File: src/sv/lksc_pkg.sv
// types, codes and defaults of the keyed slot cache
package lksc_pkg;

  localparam int unsigned SlotsDef    = 16;
  localparam int unsigned KeyBytesDef = 8;
  localparam int unsigned DataBitsDef = 32;

  localparam int unsigned KeyInW   = 64;
  localparam int unsigned HandleW  = 32;
  localparam int unsigned SlotIdxW = 4;
  localparam int unsigned StampW   = 32;

  localparam logic [StampW-1:0] FrameReset = 32'd1;

  typedef enum logic [1:0] {
    OP_GET    = 2'd0,
    OP_PUT    = 2'd1,
    OP_REMOVE = 2'd2,
    OP_FRAME  = 2'd3
  } op_e;

  typedef enum logic [1:0] {
    ST_OK     = 2'd0,
    ST_MISS   = 2'd1,
    ST_REJECT = 2'd2
  } status_e;

  typedef enum logic [1:0] {
    S_IDLE,
    S_SCAN,
    S_DRAIN,
    S_DONE
  } state_e;

  typedef struct packed {
    op_e                 operation;
    logic [KeyInW-1:0]   key;
    logic [HandleW-1:0]  data_handle;
    logic                data_valid;
  } req_t;

  typedef struct packed {
    status_e             status;
    logic [HandleW-1:0]  data_out;
    logic                release_res;
    logic [SlotIdxW-1:0] slot_index;
  } rsp_t;

endpackage

File: src/sv/lksc_chan_if.sv
// valid/ready channel carrying one payload struct
interface lksc_chan_if #(
  parameter type payload_t = lksc_pkg::req_t
);
  logic     valid;
  logic     ready;
  payload_t payload;

  modport source (output valid, output payload, input ready);
  modport sink (input valid, input payload, output ready);
endinterface

File: src/sv/lru_keyed_slot_cache.sv
// fully associative lru cache of keyed slots, scanned by one shared compare unit
//
//   channel  dir  payload       handshake
//   req_i    in   lksc_pkg::req_t  valid/ready, taken when both high
//   rsp_o    out  lksc_pkg::rsp_t  valid/ready, taken when both high
//
// get, put and remove scan every slot through one key/stamp compare stage, one slot
// per cycle off the single read port; after the scan state comes a drain state, then
// the done state registers the result, and the next request is taken back in idle.
// begin-frame and rejected puts skip the scan and go straight to the done state.
// reset clears all valid bits at once and sets the frame counter to one.
// a held result does not block the next request; its write-back waits while one is held.
module lru_keyed_slot_cache #(
  parameter int unsigned SLOTS     = lksc_pkg::SlotsDef,
  parameter int unsigned KEY_BYTES = lksc_pkg::KeyBytesDef,
  parameter int unsigned DATA_BITS = lksc_pkg::DataBitsDef
) (
  input  logic        clk_i,
  input  logic        rst_ni,
  lksc_chan_if.sink   req_i,
  lksc_chan_if.source rsp_o
);

  localparam int unsigned IW   = (SLOTS > 1) ? $clog2(SLOTS) : 1;
  localparam int unsigned KW   = 8 * KEY_BYTES;
  localparam int unsigned OutW = lksc_pkg::HandleW;
  localparam int unsigned DW   = (DATA_BITS < OutW) ? DATA_BITS : OutW;
  localparam int unsigned SW   = lksc_pkg::StampW;
  localparam int unsigned XW   = lksc_pkg::SlotIdxW;

  // slot memories
  logic [KW-1:0] key_mem   [SLOTS];
  logic [DW-1:0] data_mem  [SLOTS];
  logic [SW-1:0] stamp_mem [SLOTS];
  logic [SLOTS-1:0] valid_q;

  lksc_pkg::state_e state_q, state_d;
  logic [SW-1:0] frame_q;

  // latched request
  lksc_pkg::op_e op_q;
  logic [KW-1:0] key_q;
  logic [DW-1:0] handle_q;
  logic          dv_q;

  // scan pipeline
  logic [IW-1:0] issue_q;
  logic          cmp_vld_q;
  logic [IW-1:0] cmp_idx_q;
  logic [KW-1:0] rd_key_q;
  logic [DW-1:0] rd_data_q;
  logic [SW-1:0] rd_stamp_q;

  // scan results
  logic          hit_q, free_q;
  logic [IW-1:0] hit_idx_q, free_idx_q, best_idx_q;
  logic [DW-1:0] hit_data_q, best_data_q;
  logic [SW-1:0] best_stamp_q;

  logic rsp_valid_q;
  lksc_pkg::rsp_t rsp_q, rsp_d;

  logic req_ready, accept, issue_en, done_fire;
  logic cmp_match, cmp_free, cmp_better;

  // write-back controls
  lksc_pkg::status_e st_d;
  logic [DW-1:0] dout_d;
  logic          rel_d;
  logic [IW-1:0] idx_d, wr_addr;
  logic we_key, we_data, we_stamp, set_v, clr_v, frame_inc;

  assign req_i.ready   = req_ready;
  assign accept        = req_i.valid && req_ready;
  assign rsp_o.valid   = rsp_valid_q;
  assign rsp_o.payload = rsp_q;

  always_comb begin
    state_d   = state_q;
    req_ready = 1'b0;
    issue_en  = 1'b0;
    done_fire = 1'b0;
    case (state_q)
      lksc_pkg::S_IDLE: begin
        req_ready = 1'b1;
        if (req_i.valid) begin
          if (req_i.payload.operation == lksc_pkg::OP_FRAME ||
              (req_i.payload.operation == lksc_pkg::OP_PUT && !req_i.payload.data_valid)) begin
            state_d = lksc_pkg::S_DONE;
          end else begin
            state_d = lksc_pkg::S_SCAN;
          end
        end
      end
      lksc_pkg::S_SCAN: begin
        issue_en = 1'b1;
        if (issue_q == IW'(SLOTS - 1)) begin
          state_d = lksc_pkg::S_DRAIN;
        end
      end
      lksc_pkg::S_DRAIN: begin
        state_d = lksc_pkg::S_DONE;
      end
      lksc_pkg::S_DONE: begin
        if (!rsp_valid_q || rsp_o.ready) begin
          done_fire = 1'b1;
          state_d   = lksc_pkg::S_IDLE;
        end
      end
      default: begin
        state_d = lksc_pkg::S_IDLE;
      end
    endcase
  end

  // shared compare stage, one slot per cycle
  assign cmp_match  = valid_q[cmp_idx_q] && (rd_key_q == key_q);
  assign cmp_free   = !valid_q[cmp_idx_q];
  assign cmp_better = (cmp_idx_q == '0) || (rd_stamp_q < best_stamp_q);

  always_comb begin
    st_d      = lksc_pkg::ST_OK;
    dout_d    = '0;
    rel_d     = 1'b0;
    idx_d     = '0;
    wr_addr   = hit_idx_q;
    we_key    = 1'b0;
    we_data   = 1'b0;
    we_stamp  = 1'b0;
    set_v     = 1'b0;
    clr_v     = 1'b0;
    frame_inc = 1'b0;
    case (op_q)
      lksc_pkg::OP_FRAME: begin
        frame_inc = 1'b1;
      end
      lksc_pkg::OP_GET: begin
        if (hit_q) begin
          dout_d   = hit_data_q;
          idx_d    = hit_idx_q;
          we_stamp = 1'b1;
        end else begin
          st_d = lksc_pkg::ST_MISS;
        end
      end
      lksc_pkg::OP_REMOVE: begin
        if (hit_q) begin
          dout_d = hit_data_q;
          rel_d  = 1'b1;
          idx_d  = hit_idx_q;
          clr_v  = 1'b1;
        end else begin
          st_d = lksc_pkg::ST_MISS;
        end
      end
      lksc_pkg::OP_PUT: begin
        if (!dv_q) begin
          st_d = lksc_pkg::ST_REJECT;
        end else if (hit_q) begin
          dout_d   = hit_data_q;
          rel_d    = 1'b1;
          idx_d    = hit_idx_q;
          we_data  = 1'b1;
          we_stamp = 1'b1;
        end else if (free_q) begin
          idx_d    = free_idx_q;
          wr_addr  = free_idx_q;
          we_key   = 1'b1;
          we_data  = 1'b1;
          we_stamp = 1'b1;
          set_v    = 1'b1;
        end else begin
          // cache full: evict the oldest stamp
          dout_d   = best_data_q;
          rel_d    = 1'b1;
          idx_d    = best_idx_q;
          wr_addr  = best_idx_q;
          we_key   = 1'b1;
          we_data  = 1'b1;
          we_stamp = 1'b1;
        end
      end
      default: begin
      end
    endcase
    rsp_d.status      = st_d;
    rsp_d.data_out    = OutW'(dout_d);
    rsp_d.release_res = rel_d;
    rsp_d.slot_index  = XW'(idx_d);
  end

  always_ff @(posedge clk_i or negedge rst_ni) begin
    if (!rst_ni) begin
      state_q     <= lksc_pkg::S_IDLE;
      frame_q     <= lksc_pkg::FrameReset;
      valid_q     <= '0;
      issue_q     <= '0;
      cmp_vld_q   <= 1'b0;
      hit_q       <= 1'b0;
      free_q      <= 1'b0;
      rsp_valid_q <= 1'b0;
    end else begin
      state_q   <= state_d;
      cmp_vld_q <= issue_en;
      if (accept) begin
        issue_q <= '0;
        hit_q   <= 1'b0;
        free_q  <= 1'b0;
      end else begin
        if (issue_en) begin
          issue_q <= issue_q + 1'b1;
        end
        if (cmp_vld_q && cmp_match) begin
          hit_q <= 1'b1;
        end
        if (cmp_vld_q && cmp_free) begin
          free_q <= 1'b1;
        end
      end
      if (done_fire) begin
        rsp_valid_q <= 1'b1;
        if (frame_inc) begin
          frame_q <= frame_q + 1'b1;
        end
        if (set_v) begin
          valid_q[wr_addr] <= 1'b1;
        end
        if (clr_v) begin
          valid_q[wr_addr] <= 1'b0;
        end
      end else if (rsp_o.ready) begin
        rsp_valid_q <= 1'b0;
      end
    end
  end

  // payload registers and scan results
  always_ff @(posedge clk_i) begin
    if (accept) begin
      op_q     <= req_i.payload.operation;
      key_q    <= req_i.payload.key[KW-1:0];
      handle_q <= req_i.payload.data_handle[DW-1:0];
      dv_q     <= req_i.payload.data_valid;
    end
    cmp_idx_q <= issue_q;
    if (cmp_vld_q) begin
      // first match and first free slot win
      if (cmp_match && !hit_q) begin
        hit_idx_q  <= cmp_idx_q;
        hit_data_q <= rd_data_q;
      end
      if (cmp_free && !free_q) begin
        free_idx_q <= cmp_idx_q;
      end
      if (cmp_better) begin
        best_stamp_q <= rd_stamp_q;
        best_idx_q   <= cmp_idx_q;
        best_data_q  <= rd_data_q;
      end
    end
    if (done_fire) begin
      rsp_q <= rsp_d;
    end
  end

  // slot memories: one write port, one registered read port
  always_ff @(posedge clk_i) begin
    if (done_fire && we_key) begin
      key_mem[wr_addr] <= key_q;
    end
    if (done_fire && we_data) begin
      data_mem[wr_addr] <= handle_q;
    end
    if (done_fire && we_stamp) begin
      stamp_mem[wr_addr] <= frame_q;
    end
    if (issue_en) begin
      rd_key_q   <= key_mem[issue_q];
      rd_data_q  <= data_mem[issue_q];
      rd_stamp_q <= stamp_mem[issue_q];
    end
  end

endmodule

File: src/flat_wrapper.sv
// flat-port wrapper written by rule: the top's interface ports become plain ports
module lru_keyed_slot_cache_flat 
#(
  parameter int unsigned SLOTS     = lksc_pkg::SlotsDef,
  parameter int unsigned KEY_BYTES = lksc_pkg::KeyBytesDef,
  parameter int unsigned DATA_BITS = lksc_pkg::DataBitsDef
)
  (clk_i, rst_ni, req_i_valid, req_i_payload, req_i_ready, rsp_o_valid, rsp_o_payload, rsp_o_ready);
  lksc_chan_if req_i_i ();
  lksc_chan_if rsp_o_i ();
  input  logic clk_i;
  input  logic rst_ni;
  input wire logic [$bits(req_i_i.valid)-1:0] req_i_valid;
  input wire logic [$bits(req_i_i.payload)-1:0] req_i_payload;
  output wire logic [$bits(req_i_i.ready)-1:0] req_i_ready;
  output wire logic [$bits(rsp_o_i.valid)-1:0] rsp_o_valid;
  output wire logic [$bits(rsp_o_i.payload)-1:0] rsp_o_payload;
  input wire logic [$bits(rsp_o_i.ready)-1:0] rsp_o_ready;
  assign req_i_i.valid = req_i_valid;
  assign req_i_i.payload = req_i_payload;
  assign req_i_ready = req_i_i.ready;
  assign rsp_o_valid = rsp_o_i.valid;
  assign rsp_o_payload = rsp_o_i.payload;
  assign rsp_o_i.ready = rsp_o_ready;
  lru_keyed_slot_cache #(.SLOTS(SLOTS), .KEY_BYTES(KEY_BYTES), .DATA_BITS(DATA_BITS)) u_core (.clk_i(clk_i), .rst_ni(rst_ni), .req_i(req_i_i), .rsp_o(rsp_o_i));
endmodule
File: config.mk
export PLATFORM = sky130hd
export DESIGN_NAME = lru_keyed_slot_cache_flat
export DESIGN_NICKNAME = d
export VERILOG_FILES = /design/src/sv/lksc_pkg.sv /design/src/sv/lksc_chan_if.sv /design/src/sv/lru_keyed_slot_cache.sv /design/src/flat_wrapper.sv
export SDC_FILE = /design/constraint.sdc
export NUM_CORES = 2
export LEC_CHECK = 0
export BUFFER_PORTS_ARGS = -buffer_cell sky130_fd_sc_hd__buf_2
export CORE_MARGIN = 2
export CORE_UTILIZATION = 47
export CTS_CLUSTER_SIZE = 8
export DETAILED_ROUTE_END_ITERATION = 16
export GPL_TIMING_DRIVEN = 0
export PLACE_DENSITY = 0.63
export SYNTH_ARGS = -nofsm -noshare
export SYNTH_HDL_FRONTEND = slang
export SYNTH_SLANG_ARGS = --single-unit
export TNS_END_PERCENT = 50
File: constraint.sdc
create_clock -name clk_i -period 14.5 [get_ports clk_i]
set_clock_uncertainty 0.1 [all_clocks]
set_input_delay 2.175 -clock clk_i [delete_from_list [all_inputs] [get_ports clk_i]]
set_output_delay 2.175 -clock clk_i [all_outputs]
set_load 0.01 [all_outputs]
==> results.md <==
- R2r setup slk: slightly above 10 ns
- DRT antenna net count: 0
- Layout cell share with drive strength beyond 1: between 30% and 40%
- Clock sinks: about 2500
- Fraction of synthesized cell area in xor and xnor cells: less than 1%
- Port Buf Inserts: around 140
- Worst VDD drop: 120.9 µV
- Most frequent cell after synthesis: edfxtp_1
- Largest net degree at the start of global routing: 59
- Share of the synthesized area in the top cell type: between 70% and 80%
- GRT Total Usage: between 20% and 30%
- Worst slew pin tran: 1.526 ns
- RSZ-0062 raised after global routing: no
- Cells after synthesis: 3952
- # fillers: 14370
- Vias in the first global route: 45340
- CP Max Fanout: 9
- CP max stage cell: nor3_2
- Post-place instance area: 101300 µm²
- Hpwl dp: 142500 µm
- Adder-Cell Fraction of Synth Area: 0.5462%
- Final WL: roughly 230000 µm
- CTS resizes: 0
- CP cell instances: buf_2 > nor2b_1 > nor3_2 > nand3_1 > nor3_2 > buf_4 > buf_6 > buf_6
- Status: finished, violations left
- Number of I/O pins: between 200 and 250
- Ys Warns: 0
- Rel. slew slack: -1.732%
- Final setup vio count: 0
- DIE AREA: roughly 200000 µm²
- CP max stage delay: 0.97 ns
- Row count: 164
- CP bufs+invs: 4
- Predominant post-synthesis flop cell: edfxtp_1
- Synth Area in Simple Gates: between 1 and 1.5%
- CTS clk-pin slew, worst paths: 0.05 ns
- Failing checks: capacitance limit, slew limit
- Final period utilization: 32.86%
- Pleak: 35.50 nW
- Die Y: between 400 and 500 µm
- Setup crit start kind: input pin
- Overflow after GRT: 0
- Final instance area: 110900 µm²
- Core area: 199200 µm²
- Hold Path Class: reg -> reg
- Top cells by count, synth: edfxtp_1, mux4_2, buf_4
- Area of the multi-input gates: 18710 µm²
- Largest family of logic cells by synthesized area: multiplexers
- Yosys top cell by area: edfxtp_1
- DR DRC count: 0
- Vias per Instance: 5.913
- Min Tclk post-route: 4.764 ns
- Post-synthesis mux area share: 15.54%
- Seq. cell area: 74260 µm²
- Antenna violations before repair: 5
- Cts-stage hold buffer count: 0
- Pwr dens: between 150 and 200 nW/µm²
- TritonCTS clock tree: yes
- Critical Path AT: between 5 and 6 ns
- CTS HTree Levels: 5
- Num CTS Buffers: 360
- Post-synthesis compound-gate area fraction: 0.9765%
- Core Util, Final: 55.64%
- Hold slack: around 0.27 ns
- Clock root cell: clkbuf_16
- Final Hold Vio Count: 0
- Crit-path leading delay family: simple AND/OR/NAND/NOR gates
- Synth unique cells: 57
- Synthesized area: between 90000 and 100000 µm²
- Sequential fraction of the synthesis area: between 70% and 80%
- Max-slew violations: 11
- Vias: 44130
- Initial core utilization: between 40% and 50%
- First-pass GRT wire length: 323600 µm
- Initial drt markers: approximately 5400
- Placer Congestion: 0.8160
- Number of synthesized flops with an enable pin: 2422
- Post-CTS Setup Bufs: 0
- Synth top area cells: edfxtp_1, mux4_2, dfrtp_1
- Crit. End Element: flop
- Nets: 4856
- Wire per inst: a little over 30 µm
- Ys async rst share: 2.335%
- 1st-pass router iterations: 8
- Critical path required time: 15.02 ns
- Clock Tree Buf Depth: 4
- Mean Syn Cell Area: 23.77 µm²
- F_max: between 0.2 and 0.25 GHz
- Die W: 451.0 µm
- #FFs+latches synth: approximately 2500
- Crit Path Category: in -> reg
- Layout area overhead: 18.03%
- Max-Cap Viols: 1
- Clock Latency Late Sink: 0.97 ns
## worst register-to-register path, cell delays in order (launching register included)
cell      delay [ns]
edfxtp_1        0.42
ha_1            0.24
nand2_1         0.32
clkbuf_1        0.40
nand3b_1        0.19
o31ai_2         0.21
nand2_1         0.47
nor3_2          1.01
buf_6           0.28
buf_6           0.17
buf_6           0.17
## sequential cells by signal (all words and copies together), names as in the netlist, 39 cells and up
register	count
u_core.key_mem	1024
u_core.data_mem	512
u_core.stamp_mem	512
u_core.key_q	64
u_core.rd_key_q	64
u_core.rsp_o.payload	39
## path summary, 6_finish.rpt
path,start,end,cells after the start
max,rsp_o_ready,u_core.key_mem[11][22],8
min,u_core.issue_q[2],u_core.cmp_idx_q[2],0
max reg2reg,u_core.op_q[0],u_core.key_mem[5][17],10
min reg2reg,u_core.issue_q[2],u_core.cmp_idx_q[2],0
max in group asynchronous,rst_ni,u_core.frame_q[13],1
min in group asynchronous,rst_ni,u_core.frame_q[24],1
## placed cells by master (no fill, tap or decap), drive strengths merged, types with 19 or more instances in the layout
master,instances
edfxtp,2422
mux4,644
clkbuf,538
buf,478
nor2,87
xnor2,74
conb,60
dfrtp,57
inv,57
ha,41
nand2,35
a21oi,35
a22oi,34
nand4,34
nand3,29
nor3,21
nand2b,19
## report_power, final
part | internal (mW) | switching (mW) | total (mW) | leakage (nW)
sequential | 8.60 | 0.352 | 8.96 | 22.7
clock | 4.48 | 2.77 | 7.25 | 4.65
combinational | 1.87 | 2.12 | 3.99 | 8.17
## kinds of logic (layout without fill, tap and decap cells)
group | count (synthesis) | in the layout
fa+ha+maj | 41 | 41
xor+xnor | 83 | 83
mux | 653 | 653
flops | 2484 | 2484
simple gates | 273 | 273
compound gates | 136 | 136
other cells | 1 | 63
buf+inv | 281 | 1074
## routing by layer
metal | GRT usage (%) | part of all wire, %
met1 | 29.95 | 40
met2 | 36.93 | 50
met3 | 4.085 | 6.8
met4 | 7.290 | 3.1
met5 | 0 | 0.0058
## final cells by class
type	instances	area share, %
Sequential cell	2484	66.99
Multi-Input combinational cell	1246	16.88
Clock buffer	448	8.559
Timing Repair Buffer	339	3.133
Tap cell	2656	2.998
Buffer	229	1.207
Inverter	52	0.1761
Clock inverter	6	0.05418
Antenna cell	3	0.006772
## through the flow
stage | cells | total power [mW] | setup TNS, ns | setup slack [ns]
2_1_floorplan | 4011 | 11.67 | 0 | 6.382
3_3_place_gp | 6810 | 13.08 | -155.88 | -1.178
4_1_cts | 7460 | 20.38 | 0 | 9.780
3_5_place_dp | 7006 | 13.13 | 0 | 8.821
6_report | 7463 | 20.20 | 0 | 9.736
5_1_grt | 7461 | 20.89 | 0 | 9.629
(Power assumes the default switching activity.)
